**src/rtl/core/ftar_pkg.sv**
```systemverilog
// Shared constants and control types for the fan tachometer auto-range block.
// No dependencies; every other file in rtl/core imports this package.
`timescale 1ns / 1ps

package ftar_pkg;

   // Field widths
   localparam int FAN_W   = 3;
   localparam int COUNT_W = 8;
   localparam int EXP_W   = 3;
   localparam int SPEED_W = 21;
   localparam int THR_W   = 8;

   // Divider geometry: divisor is count shifted by up to seven places
   localparam int DIV_W   = COUNT_W + 7;
   localparam int REM_W   = DIV_W + 1;
   localparam int QUO_W   = SPEED_W;
   localparam int STEP_W  = $clog2(QUO_W);

   // Constants of the speed formula and auto-ranging
   localparam logic [SPEED_W-1:0] RPM_NUMERATOR = 21'd1350000;
   localparam logic [COUNT_W-1:0] STALL_COUNT   = 8'hFF;
   localparam logic [EXP_W-1:0]   MAX_EXPONENT  = 3'd7;

   // Configuration registers
   localparam int CSR_INDEX_W = 1;
   localparam logic [CSR_INDEX_W-1:0] CSR_UPPER_THRESHOLD = 1'd0;
   localparam logic [CSR_INDEX_W-1:0] CSR_LOWER_THRESHOLD = 1'd1;
   localparam logic [THR_W-1:0] UPPER_THRESHOLD_RESET = 8'd192;
   localparam logic [THR_W-1:0] LOWER_THRESHOLD_RESET = 8'd96;

   localparam int NUM_FANS_DEFAULT = 8;

   // Controller to datapath
   typedef struct packed {
      logic accept;   // capture the request transaction, update exponent
      logic init;     // load the divider
      logic step;     // one quotient bit
      logic publish;  // move the result into the output register
   } ftar_cmd_type;

   // Datapath to controller
   typedef struct packed {
      logic req_valid;
      logic step_last;
      logic out_free;
   } ftar_status_type;

endpackage

```
**src/rtl/core/ftar_if.sv**
```systemverilog
// Request and response channel interfaces for the fan tachometer block.
// Depends on ftar_pkg for field widths.
`timescale 1ns / 1ps

interface ftar_req_if import ftar_pkg::*; ();
   logic               valid;
   logic               ready;
   logic [FAN_W-1:0]   fan_index;
   logic [COUNT_W-1:0] tach_count;

   modport source (output valid, output fan_index, output tach_count, input ready);
   modport sink   (input valid, input fan_index, input tach_count, output ready);
endinterface

interface ftar_rsp_if import ftar_pkg::*; ();
   logic               valid;
   logic               ready;
   logic [SPEED_W-1:0] speed_rpm;
   logic [EXP_W-1:0]   new_exponent;
   logic               exponent_changed;
   logic               zero_count;

   modport source (output valid, output speed_rpm, output new_exponent,
                   output exponent_changed, output zero_count, input ready);
   modport sink   (input valid, input speed_rpm, input new_exponent,
                   input exponent_changed, input zero_count, output ready);
endinterface

```
**src/rtl/core/fan_tach_autorange_rpm_top.sv**
```systemverilog
// Top level of the fan tachometer speed block with divisor auto-ranging.
// Depends on ftar_pkg, ftar_if, ftar_ctrl and ftar_datapath.
`timescale 1ns / 1ps

// Each request transaction carries a fan number and its 8-bit tachometer
// count and produces one response: speed in RPM as 1350000 / (count << exp)
// using the fan's exponent before the update (0 for a stall count of 255,
// 1350000 for a zero count), the auto-ranged exponent, a changed flag and a
// zero-count flag. From acceptance to the output register a transaction goes
// through: accept and update the exponent, load the divider, 21 iterations of
// the one-bit-per-cycle restoring divider, and publish. A new request is
// accepted as soon as the previous result has moved to the output register,
// even while that result still waits to be taken. Thresholds may be written
// through the csr port only while no transaction is in flight.
module fan_tach_autorange_rpm_top import ftar_pkg::*; #(
   parameter int NUM_FANS = NUM_FANS_DEFAULT
) (
   input  logic                   clock,
   input  logic                   reset,
   ftar_req_if.sink               req_chan,
   ftar_rsp_if.source             rsp_chan,
   input  logic                   csr_write_en,
   input  logic [CSR_INDEX_W-1:0] csr_index,
   input  logic [THR_W-1:0]       csr_write_data
);

   ftar_cmd_type    cmd;
   ftar_status_type status;
   logic            req_ready;

   // Sequencer
   ftar_ctrl u_ctrl (
      .clock     (clock),
      .reset     (reset),
      .status    (status),
      .cmd       (cmd),
      .req_ready (req_ready)
   );

   assign req_chan.ready = req_ready;

   // Datapath
   ftar_datapath #(
      .NUM_FANS (NUM_FANS)
   ) u_datapath (
      .clock          (clock),
      .reset          (reset),
      .cmd            (cmd),
      .status         (status),
      .req_valid      (req_chan.valid),
      .req_fan_index  (req_chan.fan_index),
      .req_tach_count (req_chan.tach_count),
      .csr_write_en   (csr_write_en),
      .csr_index      (csr_index),
      .csr_write_data (csr_write_data),
      .rsp            (rsp_chan)
   );

endmodule

```
**src/rtl/core/ftar_ctrl.sv**
```systemverilog
// Sequencer for the fan tachometer block: accept, divider load, iterate, publish.
// Depends on ftar_pkg for the command and status structs.
`timescale 1ns / 1ps

module ftar_ctrl import ftar_pkg::*; (
   input  logic            clock,
   input  logic            reset,
   input  ftar_status_type status,
   output ftar_cmd_type    cmd,
   output logic            req_ready
);

   typedef enum logic [1:0] {
      ST_IDLE,
      ST_LOAD,
      ST_DIVIDE,
      ST_PUBLISH
   } state_type;

   state_type state_ff, state_in;

   // Decode commands from the current state
   always_comb begin
      cmd       = '0;
      req_ready = 1'b0;
      state_in  = state_ff;
      case (state_ff)
         ST_IDLE: begin
            req_ready  = 1'b1;
            cmd.accept = status.req_valid;
            if (status.req_valid) state_in = ST_LOAD;
         end
         ST_LOAD: begin
            cmd.init = 1'b1;
            state_in = ST_DIVIDE;
         end
         ST_DIVIDE: begin
            cmd.step = 1'b1;
            if (status.step_last) state_in = ST_PUBLISH;
         end
         ST_PUBLISH: begin
            // hold until the output register can take the result
            if (status.out_free) begin
               cmd.publish = 1'b1;
               state_in    = ST_IDLE;
            end
         end
         default: state_in = ST_IDLE;
      endcase
   end

   // Hold state
   always_ff @(posedge clock) begin
      if (reset) begin
         state_ff <= ST_IDLE;
      end else begin
         state_ff <= state_in;
      end
   end

endmodule

```
**src/rtl/core/ftar_datapath.sv**
```systemverilog
// Datapath: threshold registers, per-fan exponent store, restoring divider and
// output register. Depends on ftar_pkg and the response interface in ftar_if.
`timescale 1ns / 1ps

module ftar_datapath import ftar_pkg::*; #(
   parameter int NUM_FANS = NUM_FANS_DEFAULT
) (
   input  logic                   clock,
   input  logic                   reset,
   input  ftar_cmd_type           cmd,
   output ftar_status_type        status,
   input  logic                   req_valid,
   input  logic [FAN_W-1:0]       req_fan_index,
   input  logic [COUNT_W-1:0]     req_tach_count,
   input  logic                   csr_write_en,
   input  logic [CSR_INDEX_W-1:0] csr_index,
   input  logic [THR_W-1:0]       csr_write_data,
   ftar_rsp_if.source             rsp
);

   localparam int FAN_IDX_W = (NUM_FANS > 1) ? $clog2(NUM_FANS) : 1;

   logic [THR_W-1:0] upper_ff, lower_ff;

   logic [EXP_W-1:0] exp_ff [NUM_FANS];

   logic [COUNT_W-1:0] count_ff;
   logic [EXP_W-1:0]   old_exp_ff, new_exp_ff;
   logic               changed_ff;

   logic [DIV_W-1:0]  divisor_ff;
   logic [REM_W-1:0]  rem_ff, rem_in;
   logic [QUO_W-1:0]  quo_ff, quo_in;
   logic [STEP_W-1:0] step_ff;

   logic               rsp_valid_ff;
   logic [SPEED_W-1:0] speed_ff, speed_in;
   logic [EXP_W-1:0]   rsp_exp_ff;
   logic               rsp_changed_ff, rsp_zero_ff;

   logic                 fan_valid;
   logic [FAN_IDX_W-1:0] fan_idx;
   logic [EXP_W-1:0]     cur_exp, next_exp;
   logic [REM_W-1:0]     trial, diff;
   logic                 is_zero, is_stall;

   // Look up and auto-range the exponent of the requested fan
   always_comb begin
      fan_valid = (32'(req_fan_index) < NUM_FANS);
      fan_idx   = FAN_IDX_W'(req_fan_index);
      cur_exp   = fan_valid ? exp_ff[fan_idx] : '0;
      next_exp  = cur_exp;
      if (fan_valid) begin
         if (req_tach_count > upper_ff && cur_exp < MAX_EXPONENT) begin
            next_exp = cur_exp + 1'b1;
         end else if (req_tach_count < lower_ff && cur_exp != '0) begin
            next_exp = cur_exp - 1'b1;
         end
      end
   end

   // One restoring division step
   always_comb begin
      trial  = {rem_ff[REM_W-2:0], quo_ff[QUO_W-1]};
      diff   = trial - {1'b0, divisor_ff};
      if (trial >= {1'b0, divisor_ff}) begin
         rem_in = diff;
         quo_in = {quo_ff[QUO_W-2:0], 1'b1};
      end else begin
         rem_in = trial;
         quo_in = {quo_ff[QUO_W-2:0], 1'b0};
      end
   end

   // Override the quotient for stalled and zero counts
   always_comb begin
      is_zero  = (count_ff == '0);
      is_stall = (count_ff == STALL_COUNT);
      if (is_stall)      speed_in = '0;
      else if (is_zero)  speed_in = RPM_NUMERATOR;
      else               speed_in = quo_ff;
   end

   // Threshold registers and the exponent store
   always_ff @(posedge clock) begin
      if (reset) begin
         upper_ff <= UPPER_THRESHOLD_RESET;
         lower_ff <= LOWER_THRESHOLD_RESET;
         for (int i = 0; i < NUM_FANS; i++) exp_ff[i] <= '0;
      end else begin
         if (csr_write_en) begin
            case (csr_index)
               CSR_UPPER_THRESHOLD: upper_ff <= csr_write_data;
               CSR_LOWER_THRESHOLD: lower_ff <= csr_write_data;
               default: ;
            endcase
         end
         if (cmd.accept && fan_valid) exp_ff[fan_idx] <= next_exp;
      end
   end

   // Capture the transaction, run the divider
   always_ff @(posedge clock) begin
      if (cmd.accept) begin
         count_ff   <= req_tach_count;
         old_exp_ff <= cur_exp;
         new_exp_ff <= next_exp;
         changed_ff <= (next_exp != cur_exp);
      end
      if (cmd.init) begin
         divisor_ff <= DIV_W'(count_ff) << old_exp_ff;
         rem_ff     <= '0;
         quo_ff     <= RPM_NUMERATOR;
         step_ff    <= '0;
      end else if (cmd.step) begin
         rem_ff  <= rem_in;
         quo_ff  <= quo_in;
         step_ff <= step_ff + 1'b1;
      end
   end

   // Output register
   always_ff @(posedge clock) begin
      if (reset) begin
         rsp_valid_ff <= 1'b0;
      end else if (cmd.publish) begin
         rsp_valid_ff <= 1'b1;
      end else if (rsp.ready) begin
         rsp_valid_ff <= 1'b0;
      end
   end

   always_ff @(posedge clock) begin
      if (cmd.publish) begin
         speed_ff       <= speed_in;
         rsp_exp_ff     <= new_exp_ff;
         rsp_changed_ff <= changed_ff;
         rsp_zero_ff    <= is_zero;
      end
   end

   assign rsp.valid            = rsp_valid_ff;
   assign rsp.speed_rpm        = speed_ff;
   assign rsp.new_exponent     = rsp_exp_ff;
   assign rsp.exponent_changed = rsp_changed_ff;
   assign rsp.zero_count       = rsp_zero_ff;

   assign status.req_valid = req_valid;
   assign status.step_last = (step_ff == STEP_W'(QUO_W - 1));
   assign status.out_free  = !rsp_valid_ff || rsp.ready;

   // A publish never overwrites a result still waiting
   a_publish_free: assert property (@(posedge clock) disable iff (reset)
      cmd.publish |-> (!rsp_valid_ff || rsp.ready))
      else $error("result published over a pending transaction");

   // The divider never runs past the last quotient bit
   a_step_bound: assert property (@(posedge clock) disable iff (reset)
      cmd.step |-> (step_ff <= STEP_W'(QUO_W - 1)))
      else $error("divider stepped past the last quotient bit");

   // A finished division leaves a remainder below the divisor
   a_rem_bound: assert property (@(posedge clock) disable iff (reset)
      (cmd.publish && !is_zero) |-> (rem_ff < {1'b0, divisor_ff}))
      else $error("divider remainder not below divisor");

   // A zero count always reports the saturated speed
   a_zero_sat: assert property (@(posedge clock) disable iff (reset)
      (rsp_valid_ff && rsp_zero_ff) |-> (speed_ff == RPM_NUMERATOR))
      else $error("zero count without saturated speed");

endmodule

```
**src/flat_wrapper.sv**
```systemverilog
// flat-port wrapper written by rule: the top's interface ports become plain ports
module fan_tach_autorange_rpm_top_flat import ftar_pkg::*;
#(
   parameter int NUM_FANS = NUM_FANS_DEFAULT
)
  (clock, reset, csr_write_en, csr_index, csr_write_data, req_chan_valid, req_chan_fan_index, req_chan_tach_count, req_chan_ready, rsp_chan_valid, rsp_chan_speed_rpm, rsp_chan_new_exponent, rsp_chan_exponent_changed, rsp_chan_zero_count, rsp_chan_ready);
  ftar_req_if req_chan_i ();
  ftar_rsp_if rsp_chan_i ();
  input  logic clock;
  input  logic reset;
  input  logic csr_write_en;
  input  logic [CSR_INDEX_W-1:0] csr_index;
  input  logic [THR_W-1:0] csr_write_data;
  input wire logic [$bits(req_chan_i.valid)-1:0] req_chan_valid;
  input wire logic [$bits(req_chan_i.fan_index)-1:0] req_chan_fan_index;
  input wire logic [$bits(req_chan_i.tach_count)-1:0] req_chan_tach_count;
  output wire logic [$bits(req_chan_i.ready)-1:0] req_chan_ready;
  output wire logic [$bits(rsp_chan_i.valid)-1:0] rsp_chan_valid;
  output wire logic [$bits(rsp_chan_i.speed_rpm)-1:0] rsp_chan_speed_rpm;
  output wire logic [$bits(rsp_chan_i.new_exponent)-1:0] rsp_chan_new_exponent;
  output wire logic [$bits(rsp_chan_i.exponent_changed)-1:0] rsp_chan_exponent_changed;
  output wire logic [$bits(rsp_chan_i.zero_count)-1:0] rsp_chan_zero_count;
  input wire logic [$bits(rsp_chan_i.ready)-1:0] rsp_chan_ready;
  assign req_chan_i.valid = req_chan_valid;
  assign req_chan_i.fan_index = req_chan_fan_index;
  assign req_chan_i.tach_count = req_chan_tach_count;
  assign req_chan_ready = req_chan_i.ready;
  assign rsp_chan_valid = rsp_chan_i.valid;
  assign rsp_chan_speed_rpm = rsp_chan_i.speed_rpm;
  assign rsp_chan_new_exponent = rsp_chan_i.new_exponent;
  assign rsp_chan_exponent_changed = rsp_chan_i.exponent_changed;
  assign rsp_chan_zero_count = rsp_chan_i.zero_count;
  assign rsp_chan_i.ready = rsp_chan_ready;
  fan_tach_autorange_rpm_top #(.NUM_FANS(NUM_FANS)) u_core (.clock(clock), .reset(reset), .req_chan(req_chan_i), .rsp_chan(rsp_chan_i), .csr_write_en(csr_write_en), .csr_index(csr_index), .csr_write_data(csr_write_data));
endmodule
```
**config.mk**
```make
export PLATFORM = sky130hd
export DESIGN_NAME = fan_tach_autorange_rpm_top_flat
export DESIGN_NICKNAME = d
export VERILOG_FILES = /design/src/rtl/core/ftar_pkg.sv /design/src/rtl/core/ftar_if.sv /design/src/rtl/core/fan_tach_autorange_rpm_top.sv /design/src/rtl/core/ftar_ctrl.sv /design/src/rtl/core/ftar_datapath.sv /design/src/flat_wrapper.sv
export SDC_FILE = /design/constraint.sdc
export NUM_CORES = 1
export LEC_CHECK = 0
export ABC_CLOCK_PERIOD_IN_PS = 3000
export BUFFER_PORTS_ARGS = -buffer_cell sky130_fd_sc_hd__buf_4
export CAP_MARGIN = 10
export CELL_PAD_IN_SITES_DETAIL_PLACEMENT = 2
export CELL_PAD_IN_SITES_GLOBAL_PLACEMENT = 2
export CORE_ASPECT_RATIO = 1.25
export CORE_UTILIZATION = 40
export CTS_CLUSTER_SIZE = 30
export DETAILED_ROUTE_END_ITERATION = 10
export PLACE_DENSITY_LB_ADDON = 0.1
export SKIP_CTS_REPAIR_TIMING = 1
export SLEW_MARGIN = 0
export SYNTH_ARGS = -nofsm -noshare
export SYNTH_HDL_FRONTEND = slang
export SYNTH_SLANG_ARGS = --single-unit
```
**constraint.sdc**
```tcl
create_clock -name clock -period 3 [get_ports clock]
set_clock_uncertainty 0.05 [all_clocks]
set_input_delay 0.3 -clock clock [delete_from_list [all_inputs] [get_ports clock]]
set_output_delay 0.3 -clock clock [all_outputs]
set_load 0.01 [all_outputs]
```
==> results of run 1 <==
logic make-up (layout without fill, tap and decap cells):
kind of cell	after synthesis	in the layout	synth area share, %
fa+ha+maj	40	40	7.08
mux	48	48	8.18
compound gates	117	117	11.0
flops	140	140	50.2
buf+inv	82	141	4.86
simple gates	253	253	17.0
xor+xnor	14	14	1.71
path summary, 6_finish.rpt:
kind,end,cells after the start
setup / recovery,u_core.u_datapath.rem_ff[9]$_SDFFE_PN0P_,11
hold / removal,u_core.u_datapath.count_ff[0]$_DFFE_PP_,1
setup reg to reg,u_core.u_datapath.rem_ff[9]$_SDFFE_PN0P_,11
hold reg to reg,u_core.u_datapath.rsp.new_exponent[0]$_DFFE_PP_,0
critical path: stages, from the launching register on:
cell,delay [ps]
dfxtp_1,350
inv_1,70
ha_1,220
fa_1,420
nor2b_1,180
o21ai_1,110
a21oi_1,230
nor2_1,110
o31ai_2,310
buf_4,240
mux2i_1,230
a211oi_1,90
power by group through the flow:
stage                     logic, uW  clock network, uW  registers (uW)
final                          2810               2040            2810
after global routing           3130               2160            2860
after CTS                      2860               2090            2820
after detailed placement       2800                  0            2850
after global placement         2650                  0            2820
after floorplan                2050                  0            2740
cells in the final DEF (no fill, tap or decap), types with 3 or more instances in the layout:
master and instances:
o21ai_0 18, nand4b_1 3, inv_6 4, inv_1 47
nor2_1 73, ha_1 37, and3_1 7, a211o_1 3
a211oi_1 13, mux2i_1 35, o21a_1 14, clkbuf_16 17
nand3_1 7, xor2_1 6, mux4_2 5, nor3_1 7
mux2_2 5, nand4_1 8, xnor2_1 8, inv_8 4
nor3b_1 6, buf_4 58, nor2b_1 12, nand3b_1 5
nand2b_1 14, and2_1 15, a21o_1 6, mux2i_4 3
nor2_2 8, dfxtp_1 60, a21oi_1 29, nand2_1 78
o22ai_1 5, clkinv_4 3, o211ai_1 4, edfxtp_1 80
metrics by stage:
step                      total power [uW]  hold WS [ps]  instances
after floorplan                       4790           349        694
after global placement                5460           353        945
after detailed placement              5660           362        945
after CTS                             7770          13.4        977
after global routing                  8140          16.3        977
final                                 7650          33.4        977
final cells by class:
type / count / share of cell area [%]
Clock buffer: 17 / 5.10
Clock inverter: 15 / 1.81
Inverter: 49 / 2.20
Multi-Input combinational cell: 472 / 38.8
Sequential cell: 140 / 43.2
Tap cell: 224 / 3.36
Timing Repair Buffer: 60 / 5.59
Yosys cell counts (all sizes together) (14+ instances only):
cell type   n  area (sq um)
nand2b     14          87.6
clkbuf     23          86.3
o21ai      20           100
edfxtp     80          2400
ha         39           488
o21a       14           105
dfxtp      60          1200
inv        49           184
nand2      78           293
a21oi      30           154
and2       16           103
nor2       81           324
mux2i      38           418
registers in the layout, summed over array words and instances (netlist names), 5 cells and up:
name	flops
u_core.u_datapath.count_ff	8
u_core.u_datapath.exp_ff	24
u_core.u_datapath.rsp.speed_rpm	21
u_core.u_datapath.quo_ff	21
u_core.u_datapath.rem_ff	15
u_core.u_datapath.step_ff	5
u_core.u_datapath.upper_ff	8
u_core.u_datapath.divisor_ff	15
u_core.u_datapath.lower_ff	8
layer usage:
metal,wire (microns),part of all wire [%],vias to the layer above
met4,319,1.8,0
li1,-,-,2536
met1,7110,40,2598
met3,362,2.0,26
met2,10200,57,63
met5,0,0,-
==> flow_summary.rst, run 1 <==
.. list-table::
   :header-rows: 1

   * - Metric
     - Value
   * - Pin count of the biggest net entering global routing
     - 49
   * - Global router's overall resource usage
     - 20.9%
   * - Post-placement worst setup slack
     - 156 ps
   * - Fraction of registers with async set/reset
     - 0%
   * - Die height
     - 152 microns
   * - Final global-route overflow total
     - 0
   * - Net switching component of the power
     - 2870 uW
   * - Count of flip-flops with a built-in enable after synthesis
     - 80
   * - Avg Synthesized Cell Area
     - 10.3 sq um
   * - Met2 capacity usage during global routing
     - 40.6%
   * - Top-level I/O count
     - 53
   * - Clk pwr share
     - 26.6%
   * - Cell chosen for the clock root
     - clkbuf_16
   * - Required time worst endpoint
     - 3220 ps
   * - Sum of net half-perimeters after detailed placement
     - 13,300 microns
   * - Total of warnings raised by yosys
     - 0
   * - Internal Power
     - 4780 uW
   * - Class of the worst hold path
     - primary input to flip-flop
   * - Arrival time worst endpoint
     - 2980 ps
   * - RSZ-0062 raised after global routing
     - no
   * - Met3 GRT Util
     - 3.97%
   * - PD cells
     - 917 mW/mm^2
   * - GR met1 Demand/Resource
     - 22.0%
   * - Sequential share of the synthesized area
     - 50.2%
   * - Actual slew at the worst max-slew pin
     - 771 ps
   * - Clock latency reported for the late side of the worst-skew pair
     - 430 ps
   * - Share of the cycle needed by the critical path after routing
     - 91.9%
   * - Fraction of power consumed by sequential logic
     - 36.7%
   * - Number of buffers inserted during clock tree synthesis
     - 17
   * - Site row count
     - 54
   * - Clock edge transition at the registers on the reported setup and hold paths
     - 60 ps
   * - Final antenna-violating net count
     - 0
   * - Share of total power in combinational logic
     - 36.7%
   * - Number of optimization iterations in the first detailed-route pass
     - 4
   * - Number of max-slew violations in the final report
     - 0
   * - Area growth from synthesis to layout
     - 16.3%
   * - Max rail drop VDD
     - 0.458 mV
   * - Nets@finish
     - 805
   * - Setup crit start kind
     - flip-flop
   * - Post-detailed-placement cell area
     - 0.00777 sq mm
   * - Clock period minus worst slack
     - 2760 ps
   * - Via-per-instance ratio
     - 5.35
   * - Total non-filler cell area in the finished layout
     - 0.00835 sq mm
   * - Syn Nets
     - 759
   * - Sequential Area
     - 0.00360 sq mm
   * - Top FF cell, synth
     - edfxtp_1
   * - Clock tree from TritonCTS
     - done
   * - # diodes
     - 0
   * - Outcome
     - complete, no violations
   * - Clock Sink Count
     - 140
   * - Share of post-route cells with drive strength above 1
     - 16.6%
   * - 1st-iter DRT viols
     - 98
   * - Setup TNS
     - 0 ps
   * - Starting utilization of the core area
     - 41.0%
   * - Gate count of the mapped netlist
     - 694
   * - Placer Congestion
     - 0.799
   * - Min-Delay Startpoint
     - req_chan_tach_count[0]
   * - Multi-input gate area
     - 0.00324 sq mm
   * - Global routing's busiest layer
     - met2
   * - Initial antenna violation count
     - 0
   * - Number of global-route vias before repair
     - 5,758
   * - H-tree levels
     - 4
   * - Wire length of the first global-routing pass
     - 29,500 microns
   * - Wirelength, routed
     - 18,000 microns
   * - Number of setup violations in the final report
     - 0
   * - Number of DRC violations after detailed routing
     - 0
   * - Critical path endpoint category
     - flip-flop
   * - Static power due to leakage
     - 0.00331 uW
   * - Total die area
     - 0.0185 sq mm
   * - Setup CP Type
     - flip-flop to flip-flop
   * - Crit Path Max Fanout
     - 7
   * - Placeable core region
     - 0.0175 sq mm
   * - Count of unique library cells instantiated by Yosys
     - 66
   * - Fillers
     - 1,823
   * - Final Hold Vio Count
     - 0
   * - Per-cell routed wire length
     - 18.4 microns
   * - Finished Core Util
     - 47.7%
   * - Overall die width
     - 122 microns
   * - Crit path setup slack, layout
     - 244 ps
   * - RR Startpoint
     - u_core.u_datapath.quo_ff[20]$_SDFFE_PN1P_
   * - Post-Syn Area
     - 0.00718 sq mm
   * - Via count
     - 5,223
   * - Origin of the worst setup path
     - u_core.u_datapath.quo_ff[20]$_SDFFE_PN1P_
   * - R2R Setup Slk
     - 240 ps
   * - Count of state elements after synthesis
     - 140
   * - Relative max-transition margin
     - 48.5%
   * - Port Buffers
     - 52
   * - Switching share of power
     - 37.5%
   * - Number of buffers on the longest clock path
     - 2
   * - Timing-limited maximum frequency
     - 363 MHz
   * - Max-cap check violation count
     - 0
Note: power is estimated with default switching activity, not from simulation.
==> run 2: changes to the inputs <==
--- a/config.mk
+++ b/config.mk
@@ -15,6 +15,7 @@
 export CTS_CLUSTER_SIZE = 30
 export DETAILED_ROUTE_END_ITERATION = 10
 export PLACE_DENSITY_LB_ADDON = 0.1
+export RECOVER_POWER = 100
 export SKIP_CTS_REPAIR_TIMING = 1
 export SLEW_MARGIN = 0
 export SYNTH_ARGS = -nofsm -noshare
==> run 2 against run 1 <==
Critical path depth is the same. Hold slack worse by 0.90 ps. Routed wire length rose by 0.19%. Highest routed layer unchanged. Core utilization shrank 1.1 points. Largest power group unchanged. Sequential share of layout area grew 1.0 points. Global-route usage did not move. Sequential cell count did not move. Clock power about the same. Non-clock buffer count stayed put. Clock-buffer cell count unchanged. Die area stayed put. Design area fell by 2.4%.
==> flow_summary.rst, run 2 (synthesized netlist as in run 1, its figures left out) <==
.. list-table::
   :header-rows: 1

   * - Metric
     - Value
   * - Post-detailed-placement cell area
     - 0.00777 sq mm
   * - Actual slew at the worst max-slew pin
     - 1250 ps
   * - Wirelength, routed
     - 18,000 microns
   * - Share of the cycle needed by the critical path after routing
     - 91.7%
   * - RSZ-0062 raised after global routing
     - no
   * - Sum of net half-perimeters after detailed placement
     - 13,300 microns
   * - Arrival time worst endpoint
     - 3010 ps
   * - Total non-filler cell area in the finished layout
     - 0.00815 sq mm
   * - Setup crit start kind
     - flip-flop
   * - Initial antenna violation count
     - 0
   * - Global router's overall resource usage
     - 20.9%
   * - Placer Congestion
     - 0.799
   * - Nets@finish
     - 805
   * - Post-placement worst setup slack
     - 156 ps
   * - Worst hold path depth
     - 2
   * - Outcome
     - complete, no violations
   * - Via-per-instance ratio
     - 5.36
   * - Worst hold margin
     - 32.5 ps
   * - Pin count of the biggest net entering global routing
     - 49
   * - Leading cell type in the layout, fill and taps excluded
     - edfxtp_1
   * - Share of post-route cells with drive strength above 1
     - 9.30%
   * - Detailed route wirelength on metal3
     - 389 microns
   * - Port Buffers
     - 52
   * - 1st-iter DRT viols
     - 123
   * - Final antenna-violating net count
     - 0
   * - Crit path setup slack, layout
     - 248 ps
   * - Clock latency reported for the late side of the worst-skew pair
     - 430 ps
   * - Post-Layout Cell Count
     - 977
   * - Clock tree from TritonCTS
     - done
   * - Number of buffers inserted during clock tree synthesis
     - 17
   * - Final Hold Vio Count
     - 0
   * - Most flop-heavy register
     - u_core.u_datapath.exp_ff
   * - Cell depth of the worst flop-to-flop path
     - 11
   * - Wire length of the first global-routing pass
     - 29,500 microns
   * - Number of setup violations in the final report
     - 0
   * - PD cells
     - 930 mW/mm^2
   * - Crit Path Max Fanout
     - 12
   * - Origin of the worst setup path
     - u_core.u_datapath.quo_ff[20]$_SDFFE_PN1P_
   * - RR Startpoint
     - u_core.u_datapath.quo_ff[20]$_SDFFE_PN1P_
   * - Clock Sink Count
     - 140
   * - Top-level I/O count
     - 53
   * - # diodes
     - 0
   * - Die height
     - 152 microns
   * - Number of global-route vias before repair
     - 5,758
   * - Clock edge transition at the registers on the reported setup and hold paths
     - 60 ps
   * - Number of DRC violations after detailed routing
     - 0
   * - Final global-route overflow total
     - 0
   * - Timing-limited maximum frequency
     - 363 MHz
   * - Highest routed metal layer
     - met4
   * - Max-cap check violation count
     - 0
   * - Max reg flops
     - 24
   * - Required time worst endpoint
     - 3260 ps
   * - Placeable core region
     - 0.0175 sq mm
   * - Cell chosen for the clock root
     - clkbuf_16
   * - H-tree levels
     - 4
   * - Metal2 WL
     - 10,200 microns
   * - Overall die width
     - 122 microns
   * - Number of buffers on the longest clock path
     - 2
   * - Class of the worst hold path
     - primary input to flip-flop
   * - Area growth from synthesis to layout
     - 13.6%
   * - Per-cell routed wire length
     - 18.4 microns
   * - Most frequent cells in the layout
     - edfxtp_1, nor2_1, nand2_1
   * - Number of optimization iterations in the first detailed-route pass
     - 4
   * - Static power due to leakage
     - 0.00316 uW
   * - Setup TNS
     - 0 ps
   * - Max rail drop VDD
     - 0.463 mV
   * - M1 WL
     - 7090 microns
   * - Setup CP Type
     - flip-flop to flip-flop
   * - Critical path endpoint category
     - flip-flop
   * - Min-Delay Startpoint
     - csr_write_data[6]
   * - Starting utilization of the core area
     - 41.0%
   * - Site row count
     - 54
   * - Via count
     - 5,232
   * - Relative max-transition margin
     - 16.7%
   * - Placed cell count
     - 945
   * - Number of max-slew violations in the final report
     - 0
   * - R2R Setup Slk
     - 250 ps
   * - Clock period minus worst slack
     - 2750 ps
   * - Total die area
     - 0.0185 sq mm
[run 2: changes by cell type in the layout (fill, tap and decap cells not counted), moves of 6 or more]
cell and change:
clkbuf_1 +40, nor2_2 -6, nor2_1 +6, and2_0 +13
buf_4 -41, and2_1 -13
[run 2: routing by layer]
metal | track usage, % | vias up
li1 | - | 2537
met2 | 40.6 | 66
met5 | 0 | -
met1 | 22.0 | 2598
met3 | 3.97 | 31
met4 | 7.53 | 0
[run 2: critical path, cell delays in order, from the launching register on]
cell and delay, ps:
dfxtp_1 350, inv_1 70, ha_1 220, fa_1 420, nor2b_1 170, o21ai_1 110
a21oi_1 230, nor2_1 110, o31ai_2 310, buf_6 210, nor3_1 60, a311o_1 320
[run 2: final cells by class]
type,count,area [sq um]
clock buffers,17,425
clock inverters,15,151
fillers,1868,9350
inverters,49,184
multi-input cells,472,3190
flip-flops and latches,140,3600
well taps,224,280
repair buffers,60,314
[run 2: metrics by stage]
stage	total power (uW)	utilization, %
4_1_cts	7770	47.7
5_1_grt	8070	46.6
2_1_floorplan	4790	-
3_3_place_gp	5460	44.4
6_report	7580	46.6
3_5_place_dp	5660	44.4
[run 2: power breakdown]
group	leakage (uW)	total [uW]	switching (uW)	internal, uW
clock	0.000282	2040	939	1100
sequential	0.00126	2810	279	2530
combinational	0.00162	2730	1650	1080
total	0.00316	7580	2860	4720
[run 2: path summary, 6_finish.rpt]
| kind | to |
|---|---|
| worst max-delay path | u_core.u_datapath.rem_ff[13]$_SDFFE_PN0P_ |
| worst min-delay path | u_core.u_datapath.upper_ff[6]$_SDFFE_PP1P_ |
| worst max register to register | u_core.u_datapath.rem_ff[13]$_SDFFE_PN0P_ |
| worst min register to register | u_core.u_datapath.rsp.new_exponent[0]$_DFFE_PP_ |
